File: config.mk
export PLATFORM = sky130hd
export DESIGN_NAME = calendar_date_normalizer
export DESIGN_NICKNAME = d
export VERILOG_FILES = /design/src/rtl/core/cdn_pkg.sv /design/src/rtl/core/cdn_cfg.sv /design/src/rtl/core/cdn_dpath.sv /design/src/rtl/core/cdn_wday.sv /design/src/rtl/core/calendar_date_normalizer.sv
export SDC_FILE = /design/constraint.sdc
export NUM_CORES = 1
export LEC_CHECK = 0
export ABC_CLOCK_PERIOD_IN_PS = 20900
export BUFFER_PORTS_ARGS = -buffer_cell sky130_fd_sc_hd__buf_2
export CORE_MARGIN = 2
export CORE_UTILIZATION = 40
export CTS_BUF_LIST = sky130_fd_sc_hd__clkbuf_4 sky130_fd_sc_hd__clkbuf_8
export CTS_CLUSTER_SIZE = 16
export DETAILED_ROUTE_END_ITERATION = 10
export GPL_TIMING_DRIVEN = 0
export PLACE_DENSITY = 0.57
export SYNTH_ARGS = -nofsm -noshare
export SYNTH_HDL_FRONTEND = slang
export SYNTH_SLANG_ARGS = --single-unit
File: constraint.sdc
create_clock -name clk -period 20.9 [get_ports clk]
set_clock_uncertainty 0.05 [all_clocks]
set_input_delay 3.135 -clock clk [delete_from_list [all_inputs] [get_ports clk]]
set_output_delay 3.135 -clock clk [all_outputs]
set_load 0.01 [all_outputs]
File: src/rtl/core/cdn_pkg.sv
package cdn_pkg;

  localparam int unsigned DAY_W   = 13;
  localparam int unsigned MON_W   = 8;
  localparam int unsigned YEAR_W  = 14;
  localparam int unsigned MREG_W  = 9;
  localparam int unsigned YREG_W  = 16;
  localparam int unsigned DOUT_W  = 5;
  localparam int unsigned MOUT_W  = 4;
  localparam int unsigned WDAY_W  = 3;
  localparam int unsigned PADDR_W = 3;
  localparam int unsigned PDATA_W = 32;

  localparam logic [MOUT_W-1:0] MONTH_JAN = 4'd1;
  localparam logic [MOUT_W-1:0] MONTH_FEB = 4'd2;
  localparam logic [MOUT_W-1:0] MONTH_MAR = 4'd3;
  localparam logic [MOUT_W-1:0] MONTH_DEC = 4'd12;

  localparam logic signed [YREG_W-1:0] YEAR_MIN = 16'sd1;
  localparam logic signed [YREG_W-1:0] YEAR_MAX = 16'sd9999;

  localparam logic [PADDR_W-1:0] REG_MONTH_ZERO_BASED = 3'd0;

  typedef enum logic [2:0] {
    OP_NONE,
    OP_LOAD,
    OP_FOLD_DN,
    OP_FOLD_UP,
    OP_DAY_OVER,
    OP_DAY_UNDER,
    OP_CLAMP
  } cdn_op_t;

  typedef struct packed {
    logic m_hi;
    logic m_lo;
    logic d_hi;
    logic d_lo;
  } cdn_stat_t;

  function automatic logic [DOUT_W-1:0] days_in(input logic [MOUT_W-1:0] m,
                                                input logic [1:0] ylo);
    logic [DOUT_W-1:0] len;
    case (m)
      4'd2:                  len = (ylo == 2'd0) ? 5'd29 : 5'd28;
      4'd4, 4'd6, 4'd9, 4'd11: len = 5'd30;
      default:               len = 5'd31;
    endcase
    return len;
  endfunction

  function automatic logic [2:0] dow_offset(input logic [MOUT_W-1:0] m);
    logic [2:0] off;
    case (m)
      4'd1:    off = 3'd0;
      4'd2:    off = 3'd3;
      4'd3:    off = 3'd2;
      4'd4:    off = 3'd5;
      4'd5:    off = 3'd0;
      4'd6:    off = 3'd3;
      4'd7:    off = 3'd5;
      4'd8:    off = 3'd1;
      4'd9:    off = 3'd4;
      4'd10:   off = 3'd6;
      4'd11:   off = 3'd2;
      4'd12:   off = 3'd4;
      default: off = 3'd0;
    endcase
    return off;
  endfunction

endpackage

File: src/rtl/core/cdn_cfg.sv
module cdn_cfg (
  input  logic                        clk,
  input  logic                        rst,
  input  logic                        psel,
  input  logic                        penable,
  input  logic                        pwrite,
  input  logic [cdn_pkg::PADDR_W-1:0] paddr,
  input  logic [cdn_pkg::PDATA_W-1:0] pwdata,
  output logic [cdn_pkg::PDATA_W-1:0] prdata,
  output logic                        pready,
  output logic                        month_zero_based
);
  import cdn_pkg::*;

  logic reg_hit;

  assign pready  = 1'b1;
  assign reg_hit = ({paddr[PADDR_W-1], 2'b00} == REG_MONTH_ZERO_BASED);

  always_ff @(posedge clk) begin
    if (rst) begin
      month_zero_based <= 1'b0;
    end else if (psel && penable && pwrite && pready && reg_hit) begin
      month_zero_based <= pwdata[0];
    end
  end

  assign prdata = reg_hit ? {{(PDATA_W-1){1'b0}}, month_zero_based} : '0;

endmodule

File: src/rtl/core/cdn_dpath.sv
module cdn_dpath (
  input  logic                              clk,
  input  cdn_pkg::cdn_op_t                  op,
  input  logic                              month_zero_based,
  input  logic signed [cdn_pkg::DAY_W-1:0]  day_in,
  input  logic signed [cdn_pkg::MON_W-1:0]  month_in,
  input  logic [cdn_pkg::YEAR_W-1:0]        year_in,
  output cdn_pkg::cdn_stat_t                stat,
  output logic [cdn_pkg::DOUT_W-1:0]        day_out,
  output logic [cdn_pkg::MOUT_W-1:0]        month_out,
  output logic [cdn_pkg::YEAR_W-1:0]        year_out,
  output logic                              was_adjusted,
  output logic                              year_out_of_range
);
  import cdn_pkg::*;

  logic signed [DAY_W-1:0]  d;
  logic signed [MREG_W-1:0] m;
  logic signed [YREG_W-1:0] y;
  logic                     adj;
  logic                     oor;

  logic [DOUT_W-1:0]        len_cur;
  logic [MOUT_W-1:0]        m_prev;
  logic signed [YREG_W-1:0] y_prev;
  logic [DOUT_W-1:0]        len_prev;
  logic                     y_lo;
  logic                     y_hi;
  logic signed [YREG_W-1:0] y_clamp;
  logic [DOUT_W-1:0]        len_clamp;

  // shared step unit: one month or one fold per cycle
  always_comb begin
    len_cur   = days_in(m[MOUT_W-1:0], y[1:0]);
    m_prev    = (m[MOUT_W-1:0] == MONTH_JAN) ? MONTH_DEC : m[MOUT_W-1:0] - 4'd1;
    y_prev    = (m[MOUT_W-1:0] == MONTH_JAN) ? y - 16'sd1 : y;
    len_prev  = days_in(m_prev, y_prev[1:0]);
    y_lo      = (y < YEAR_MIN);
    y_hi      = (y > YEAR_MAX);
    y_clamp   = y_lo ? YEAR_MIN : (y_hi ? YEAR_MAX : y);
    len_clamp = days_in(m[MOUT_W-1:0], y_clamp[1:0]);
    stat.m_hi = (m > 9'sd12);
    stat.m_lo = (m < 9'sd1);
    stat.d_hi = (d > $signed({{(DAY_W-DOUT_W){1'b0}}, len_cur}));
    stat.d_lo = (d < 13'sd1);
  end

  always_ff @(posedge clk) begin
    unique case (op)
      OP_LOAD: begin
        d   <= day_in;
        m   <= MREG_W'(month_in) + $signed({{(MREG_W-1){1'b0}}, month_zero_based});
        y   <= $signed({{(YREG_W-YEAR_W){1'b0}}, year_in});
        adj <= 1'b0;
        oor <= 1'b0;
      end
      OP_FOLD_DN: begin
        m   <= m - 9'sd12;
        y   <= y + 16'sd1;
        adj <= 1'b1;
      end
      OP_FOLD_UP: begin
        m   <= m + 9'sd12;
        y   <= y - 16'sd1;
        adj <= 1'b1;
      end
      OP_DAY_OVER: begin
        d   <= d - $signed({{(DAY_W-DOUT_W){1'b0}}, len_cur});
        adj <= 1'b1;
        if (m[MOUT_W-1:0] == MONTH_DEC) begin
          m <= $signed({{(MREG_W-MOUT_W){1'b0}}, MONTH_JAN});
          y <= y + 16'sd1;
        end else begin
          m <= m + 9'sd1;
        end
      end
      OP_DAY_UNDER: begin
        d   <= d + $signed({{(DAY_W-DOUT_W){1'b0}}, len_prev});
        m   <= $signed({{(MREG_W-MOUT_W){1'b0}}, m_prev});
        y   <= y_prev;
        adj <= 1'b1;
      end
      OP_CLAMP: begin
        y   <= y_clamp;
        oor <= y_lo || y_hi;
        if (y_lo || y_hi) begin
          adj <= 1'b1;
          if (d > $signed({{(DAY_W-DOUT_W){1'b0}}, len_clamp})) begin
            d <= $signed({{(DAY_W-DOUT_W){1'b0}}, len_clamp});
          end
        end
      end
      default: begin
      end
    endcase
  end

  assign day_out           = d[DOUT_W-1:0];
  assign month_out         = m[MOUT_W-1:0];
  assign year_out          = y[YEAR_W-1:0];
  assign was_adjusted      = adj;
  assign year_out_of_range = oor;

endmodule

File: src/rtl/core/cdn_wday.sv
module cdn_wday (
  input  logic                        clk,
  input  logic                        rst,
  input  logic                        in_valid,
  input  logic [cdn_pkg::YEAR_W-1:0]  year,
  input  logic [cdn_pkg::MOUT_W-1:0]  month,
  input  logic [cdn_pkg::DOUT_W-1:0]  day,
  output logic                        out_valid,
  output logic [cdn_pkg::WDAY_W-1:0]  weekday
);
  import cdn_pkg::*;

  localparam int unsigned P_W   = YEAR_W + 13;
  localparam int unsigned S_W   = 14;
  localparam int unsigned Q_W   = 7;
  localparam int unsigned PR_W  = S_W + 14;
  localparam int unsigned Q7_W  = PR_W - 16;

  logic [3:0]              vpipe;

  logic [YEAR_W-1:0]       yy1;
  logic [P_W-1:0]          p1;
  logic [MOUT_W-1:0]       m1;
  logic [DOUT_W-1:0]       d1;

  logic [S_W-1:0]          s2;
  logic [S_W-1:0]          s3;
  logic [PR_W-1:0]         pr3;

  logic [YEAR_W-1:0]       yy0;
  logic [Q_W-1:0]          q100;
  logic [S_W-1:0]          s_sum;
  logic [Q7_W-1:0]         q7;
  logic [S_W-1:0]          r_full;
  logic [3:0]              r;
  logic [WDAY_W-1:0]       w;

  always_comb begin
    yy0    = year - YEAR_W'(month < MONTH_MAR);
    // floor(x/100) = (x*5243) >> 19 for x below 43699
    q100   = p1[19 +: Q_W];
    s_sum  = S_W'(yy1) + S_W'(yy1 >> 2) - S_W'(q100) + S_W'(q100 >> 2)
           + S_W'(dow_offset(m1)) + S_W'(d1);
    // 9362/65536 sits just under 1/7: quotient is exact or one low
    q7     = pr3[16 +: Q7_W];
    r_full = s3 - S_W'({q7, 3'b000} - {3'b000, q7});
    r      = r_full[3:0];
    w      = (r >= 4'd7) ? WDAY_W'(r - 4'd6) : WDAY_W'(r + 4'd1);
  end

  always_ff @(posedge clk) begin
    yy1 <= yy0;
    p1  <= P_W'(yy0) * P_W'(13'd5243);
    m1  <= month;
    d1  <= day;
    s2  <= s_sum;
    s3  <= s2;
    pr3 <= PR_W'(s2) * PR_W'(14'd9362);
    weekday <= w;
  end

  always_ff @(posedge clk) begin
    if (rst) begin
      vpipe <= '0;
    end else begin
      vpipe <= {vpipe[2:0], in_valid};
    end
  end

  assign out_valid = vpipe[3];

endmodule

File: src/rtl/core/calendar_date_normalizer.sv
// Channel  | Ports                                        | Handshake
// ---------+----------------------------------------------+-------------------------------
// request  | day_in, month_in, year_in                    | start high while busy low
// result   | day_out, month_out, year_out, was_adjusted,  | done high for one cycle,
//          | weekday, year_out_of_range                   | no backpressure
// config   | psel, penable, pwrite, paddr, pwdata, prdata | APB, pready tied high
//
// One request at a time; done pulses once the request has gone through k month folds
// (at most 11), j day steps of one month each (at most 135), the clamp and the weekday.
// The shared step unit moves the day by one month per cycle; the weekday unit comes last.
// busy is high from the accepting edge until the done cycle, when a new request
// may already be taken. Synchronous reset clears the sequencer and the config bit.
module calendar_date_normalizer (
  input  logic                              clk,
  input  logic                              rst,
  input  logic                              start,
  output logic                              busy,
  input  logic signed [cdn_pkg::DAY_W-1:0]  day_in,
  input  logic signed [cdn_pkg::MON_W-1:0]  month_in,
  input  logic [cdn_pkg::YEAR_W-1:0]        year_in,
  output logic                              done,
  output logic [cdn_pkg::DOUT_W-1:0]        day_out,
  output logic [cdn_pkg::MOUT_W-1:0]        month_out,
  output logic [cdn_pkg::YEAR_W-1:0]        year_out,
  output logic                              was_adjusted,
  output logic [cdn_pkg::WDAY_W-1:0]        weekday,
  output logic                              year_out_of_range,
  input  logic                              psel,
  input  logic                              penable,
  input  logic                              pwrite,
  input  logic [cdn_pkg::PADDR_W-1:0]       paddr,
  input  logic [cdn_pkg::PDATA_W-1:0]       pwdata,
  output logic [cdn_pkg::PDATA_W-1:0]       prdata,
  output logic                              pready
);
  import cdn_pkg::*;

  typedef enum logic [5:0] {
    ST_IDLE   = 6'b000001,
    ST_FOLD   = 6'b000010,
    ST_DAY    = 6'b000100,
    ST_CLAMP  = 6'b001000,
    ST_WSTART = 6'b010000,
    ST_WWAIT  = 6'b100000
  } state_t;

  state_t    state;
  state_t    state_next;
  cdn_op_t   op;
  cdn_stat_t stat;
  logic      month_zero_based;
  logic      w_valid;

  cdn_cfg u_cfg (
    .clk              (clk),
    .rst              (rst),
    .psel             (psel),
    .penable          (penable),
    .pwrite           (pwrite),
    .paddr            (paddr),
    .pwdata           (pwdata),
    .prdata           (prdata),
    .pready           (pready),
    .month_zero_based (month_zero_based)
  );

  cdn_dpath u_dpath (
    .clk               (clk),
    .op                (op),
    .month_zero_based  (month_zero_based),
    .day_in            (day_in),
    .month_in          (month_in),
    .year_in           (year_in),
    .stat              (stat),
    .day_out           (day_out),
    .month_out         (month_out),
    .year_out          (year_out),
    .was_adjusted      (was_adjusted),
    .year_out_of_range (year_out_of_range)
  );

  cdn_wday u_wday (
    .clk       (clk),
    .rst       (rst),
    .in_valid  (state == ST_WSTART),
    .year      (year_out),
    .month     (month_out),
    .day       (day_out),
    .out_valid (w_valid),
    .weekday   (weekday)
  );

  assign busy = (state != ST_IDLE);

  always_comb begin
    state_next = state;
    op         = OP_NONE;
    unique case (state)
      ST_IDLE: begin
        if (start) begin
          op         = OP_LOAD;
          state_next = ST_FOLD;
        end
      end
      ST_FOLD: begin
        if (stat.m_hi) begin
          op = OP_FOLD_DN;
        end else if (stat.m_lo) begin
          op = OP_FOLD_UP;
        end else begin
          state_next = ST_DAY;
        end
      end
      ST_DAY: begin
        if (stat.d_hi) begin
          op = OP_DAY_OVER;
        end else if (stat.d_lo) begin
          op = OP_DAY_UNDER;
        end else begin
          state_next = ST_CLAMP;
        end
      end
      ST_CLAMP: begin
        op         = OP_CLAMP;
        state_next = ST_WSTART;
      end
      ST_WSTART: begin
        state_next = ST_WWAIT;
      end
      ST_WWAIT: begin
        if (w_valid) begin
          state_next = ST_IDLE;
        end
      end
      default: begin
        state_next = ST_IDLE;
      end
    endcase
  end

  always_ff @(posedge clk) begin
    if (rst) begin
      state <= ST_IDLE;
      done  <= 1'b0;
    end else begin
      state <= state_next;
      done  <= (state == ST_WWAIT) && w_valid;
    end
  end

`ifndef ASSERT_OFF
  a_done_from_wait: assert property (@(posedge clk) disable iff (rst)
    done |-> !busy && $past(state == ST_WWAIT))
    else $error("done without finished weekday");

  a_start_takes: assert property (@(posedge clk) disable iff (rst)
    start && !busy |=> busy && !done)
    else $error("request not taken");

  a_result_range: assert property (@(posedge clk) disable iff (rst)
    done |-> (month_out >= 4'd1) && (month_out <= 4'd12) && (day_out >= 5'd1)
             && (weekday >= 3'd1) && (weekday <= 3'd7))
    else $error("result field out of range");

  a_year_range: assert property (@(posedge clk) disable iff (rst)
    done |-> (year_out >= 14'd1) && (year_out <= 14'd9999))
    else $error("year not clamped");
`endif

endmodule
==> impl.org <==
** CTS
- The clock passes through at most 2 buffers.
- In this run the number of H-tree levels came out at 3.
- For the worst-skew pair, the clock arrives at the later sink with an insertion delay of 400 ps.
- After clock tree synthesis, the clock-pin slew on the worst setup and hold paths is 110 ps.
- Counting every sink on the clock net gives 106.
- In this run, post-CTS repair resized a total of 0 instances.
- Buffer cell driving the clock tree root :: sky130_fd_sc_hd__clkbuf_8
- Hold Buf Count CTS :: 0
- The number of setup buffers added after CTS is 0.
- TritonCTS built the clock tree.
- In this run, CTS created clock tree buffers numbering 9.

** Synthesis
- In this run the cell area of the synthesized design comes to 0.0125 mm².
- Cell type contributing the most total cell area after synthesis :: sky130_fd_sc_hd__ha_1
- Leading register cell type out of synthesis :: sky130_fd_sc_hd__dfxtp_1
- For this run, the register share of the synthesized area comes to 0.202.
- #FFs+latches synth :: 106
- Number of distinct standard cells referenced by the synthesized netlist :: 77
- Yosys attributes the largest share of cell area to sky130_fd_sc_hd__ha_1 20%, sky130_fd_sc_hd__fa_1 17%, sky130_fd_sc_hd__dfxtp_1 11%, sky130_fd_sc_hd__edfxtp_1 9.6%, sky130_fd_sc_hd__inv_1 8.1%.
- The synthesized design contains 40 enable-type register cells.
- Each instance of the synthesized netlist takes up on average 9.08 µm².
- Of the post-synthesis cell area, the dominant cell type holds 0.203.
- For this run, asynchronously set or reset flops after synthesis account for 0.
- Instance count of the mapped netlist :: 1372
- YS warnings :: 0

** Place
- Port Buf Inserts :: 73
- The congestion estimate from routability-driven global placement came to 0.893.
- After legalization and detailed placement, the total HPWL measured 23000 µm.

** Die
- The die covers 0.0326 mm².
- Row count :: 64
- Width of the die :: approximately 180 µm
- In this run the vertical extent of the chip is 181 µm.
- Standard cell core area :: 0.0307 mm²
- 139 I/O pins were placed.
- The initial utilization of the core area, before any placement, comes to 0.406.

** Worst setup path
- The setup check on the worst reg-to-reg path leaves a slack of between 10000 and 15000 ps.
- In this run the number of cells on the critical path is 27.
- Worst path arrival time :: 8960 ps
- Largest stage delay, worst path :: 820 ps
- Type of the worst setup path :: reg -> reg
- Critical path origin :: u_dpath.m[3]$_DFFE_PP_
- RR Endpoint :: u_wday.p1[24]$_DFF_P_
- Of all nets on the critical path, the largest fanout is 10.
- Number of buffers and inverters on the critical path :: 6
- Counting cells, the worst reg-to-reg path comes to 27.
- The largest individual stage delay along the critical path comes from the cell sky130_fd_sc_hd__a2111oi_0.
- Crit path required time :: ~21000 ps
- Start of the worst register-to-register path :: u_dpath.m[3]$_DFFE_PP_
- The most critical setup path has its endpoint at u_wday.p1[24]$_DFF_P_.
- Among cell families on the critical path, the largest total delay comes from adder cells.
- Sort of element at the start of the critical path :: flop
- Crit path capture type :: flop

** Timing
- Count of endpoints failing setup in the final report :: 0
- The max-slew violation total from the final report came to 0.
- For the pin with the worst max-slew slack, the measured transition is 1240 ps.
- RSZ-0062 raised after global routing :: no
- Final-layout setup total negative slack :: 0 ps
- Of the available clock period, the critical path in the final layout requires 0.416.
- Fin. Hold Viols :: 0
- Counting I/O delays and the setup requirement, the final critical path takes 8700 ps.
- Headroom to the max-slew limit :: 0.173
- Maximum operating frequency :: 115 MHz

** Global routing
- The via count of the first global-routing pass came to 9592.
- Global-route wire length before repair :: 47300 µm
- Overflow left after global routing :: 0
- The initial antenna violation count came to 0.
- For this run, the total global-route usage over all layers was measured as 0.175.
- Maximum number of pins on one net before global-route repair :: 19

** Routing
- For this block, the initial DRC count from the detailed router was 525.
- In the final routed layout, each cell accounts on average for 14.8 µm.
- Iteration count of the initial detailed-routing pass :: 5
- In the routed design, unresolved DRC markers number 0.
- Detailed routing inserted a total of 9542 vias.
- Average vias per placed instance :: 5.05
- The final layout contains routed wiring with a total length of about 28000 µm.
- Remaining number of nets flagged by the antenna check after routing :: 0

** Layout
- The area growth from synthesis to layout is 9.83%.
- The repair_antennas step left the layout with diodes totalling 0.
- Nets@finish :: 1869
- Of the cells placed in the final design, the portion with a size suffix greater than 1 is 0.119.
- Commonest non-fill, non-tap cell in the layout :: sky130_fd_sc_hd__inv_1
- Leaving out fill and tap cells, the most frequent cells in the layout are 270 x sky130_fd_sc_hd__inv_1, 202 x sky130_fd_sc_hd__ha_1, 104 x sky130_fd_sc_hd__fa_1.

** Run
- Across the run, the number of max-cap violations was 0.

** Worst hold path
- The path class of the tightest hold or removal check is reg -> reg.

** Outcome
- The run finished with clean final reports.
## sequential cells by signal, indices dropped and copies added, names as in the netlist, named ones only
name                       cells
u_dpath.y                     16
u_wday.vpipe                   4
u_dpath.d                     13
done                           1
u_wday.p1                      7
u_wday.d1                      5
u_wday.weekday                 3
u_wday.s3                      4
u_dpath.was_adjusted           1
u_wday.pr3                     4
u_dpath.m                      9
state                          6
u_wday.yy1                    14
u_dpath.year_out_of_range      1
u_wday.s2                     14
u_cfg.month_zero_based         1
## cell type report
cell class | instances | area, µm²
Fill cell | 3059 | 17000
Inverter | 270 | 1010
Multi-Input combinational cell | 933 | 8470
Buffer | 93 | 576
Tap cell | 396 | 495
Timing Repair Buffer | 74 | 377
Sequential cell | 106 | 2520
Clock buffer | 10 | 138
Clock inverter | 6 | 97.6
## synthesized netlist by cell type, types with 9 or more instances
cell / number
sky130_fd_sc_hd__edfxtp_1: 40
sky130_fd_sc_hd__and3_1: 11
sky130_fd_sc_hd__a211oi_1: 12
sky130_fd_sc_hd__fa_1: 104
sky130_fd_sc_hd__xor2_1: 32
sky130_fd_sc_hd__dfxtp_1: 66
sky130_fd_sc_hd__nand3_1: 26
sky130_fd_sc_hd__nor4_1: 13
sky130_fd_sc_hd__o211ai_1: 11
sky130_fd_sc_hd__or3_1: 9
sky130_fd_sc_hd__nor2_1: 66
sky130_fd_sc_hd__nor3_1: 21
sky130_fd_sc_hd__nand4_1: 11
sky130_fd_sc_hd__o221ai_1: 12
sky130_fd_sc_hd__and2_1: 10
sky130_fd_sc_hd__a21o_1: 11
sky130_fd_sc_hd__inv_1: 270
sky130_fd_sc_hd__ha_1: 202
sky130_fd_sc_hd__clkbuf_1: 27
sky130_fd_sc_hd__nand2_1: 81
sky130_fd_sc_hd__xnor2_1: 45
sky130_fd_sc_hd__o21ai_0: 34
sky130_fd_sc_hd__buf_4: 56
sky130_fd_sc_hd__a221oi_1: 9
sky130_fd_sc_hd__a21oi_1: 55
## metrics by stage
stage | area (µm²) | worst slack, ps | hold slack (ps) | cells | utilization
6_report | 13700 | 12200 | 370 | 1888 | 0.446
3_5_place_dp | 13500 | 12240 | 352 | 1872 | 0.439
2_1_floorplan | 12600 | 13730 | 309 | 1402 | -
3_3_place_gp | 13400 | 12290 | 351 | 1871 | 0.438
4_1_cts | 13700 | 12190 | 366 | 1888 | 0.446
5_1_grt | 13700 | 11620 | 375 | 1888 | 0.446
## logic make-up after synthesis
family | Yosys count | share of synthesized area
AND/OR/NAND/NOR | 290 | 0.114
buffers and inverters | 363 | 0.127
other | 2 | 0.000603
flip-flops | 106 | 0.202
AO/OA/AOI/OAI | 225 | 0.129
multiplexers | 3 | 0.00251
adder cells (fa/ha/maj) | 306 | 0.370
XOR/XNOR | 77 | 0.0541
## how the worst min path moves through the flow
stage | startpoint | endpoint | slack [ps] | cells after the start
2_1_floorplan | u_wday.s2[3]$_DFF_P_ | u_wday.s3[3]$_DFF_P_ | 310 | 0
3_3_place_gp | u_wday.s2[1]$_DFF_P_ | u_wday.s3[1]$_DFF_P_ | 350 | 0
3_5_place_dp | u_wday.s2[1]$_DFF_P_ | u_wday.s3[1]$_DFF_P_ | 350 | 0
4_1_cts | u_wday.s2[1]$_DFF_P_ | u_wday.s3[1]$_DFF_P_ | 370 | 0
5_1_grt | u_wday.s2[1]$_DFF_P_ | u_wday.s3[1]$_DFF_P_ | 380 | 0
6_report | u_wday.s2[3]$_DFF_P_ | u_wday.s3[3]$_DFF_P_ | 370 | 0
## metal layers
layer | wire, µm | vias to the layer above | global-route usage
li1 | - | 4760 | -
met4 | 445 | 0 | 0.0394
met2 | 13300 | 198 | 0.301
met1 | 13300 | 4556 | 0.235
met5 | 0 | - | 0
met3 | 938 | 28 | 0.0228
## worst register-to-register path, cell delays in order (launching register included)
cell and delay (ps):
sky130_fd_sc_hd__edfxtp_1 470, sky130_fd_sc_hd__clkbuf_1 460, sky130_fd_sc_hd__inv_1 230, sky130_fd_sc_hd__ha_1 290
sky130_fd_sc_hd__a21boi_0 210, sky130_fd_sc_hd__ha_1 230, sky130_fd_sc_hd__ha_1 190, sky130_fd_sc_hd__and2_1 210
sky130_fd_sc_hd__nand2_1 130, sky130_fd_sc_hd__or3_1 350, sky130_fd_sc_hd__xnor2_1 750, sky130_fd_sc_hd__inv_1 250
sky130_fd_sc_hd__fa_1 540, sky130_fd_sc_hd__inv_1 40, sky130_fd_sc_hd__ha_1 300, sky130_fd_sc_hd__fa_1 480
sky130_fd_sc_hd__fa_1 550, sky130_fd_sc_hd__inv_1 50, sky130_fd_sc_hd__fa_1 530, sky130_fd_sc_hd__inv_1 40
sky130_fd_sc_hd__ha_1 290, sky130_fd_sc_hd__nand2_1 90, sky130_fd_sc_hd__o211ai_1 90, sky130_fd_sc_hd__a2111oi_0 820
sky130_fd_sc_hd__nor4_1 220, sky130_fd_sc_hd__or3_1 440, sky130_fd_sc_hd__a21oi_1 200, sky130_fd_sc_hd__xnor2_1 130
Power is not shown: default switching activity piles up to over one toggle a cycle in this logic, so the estimate is an artifact.
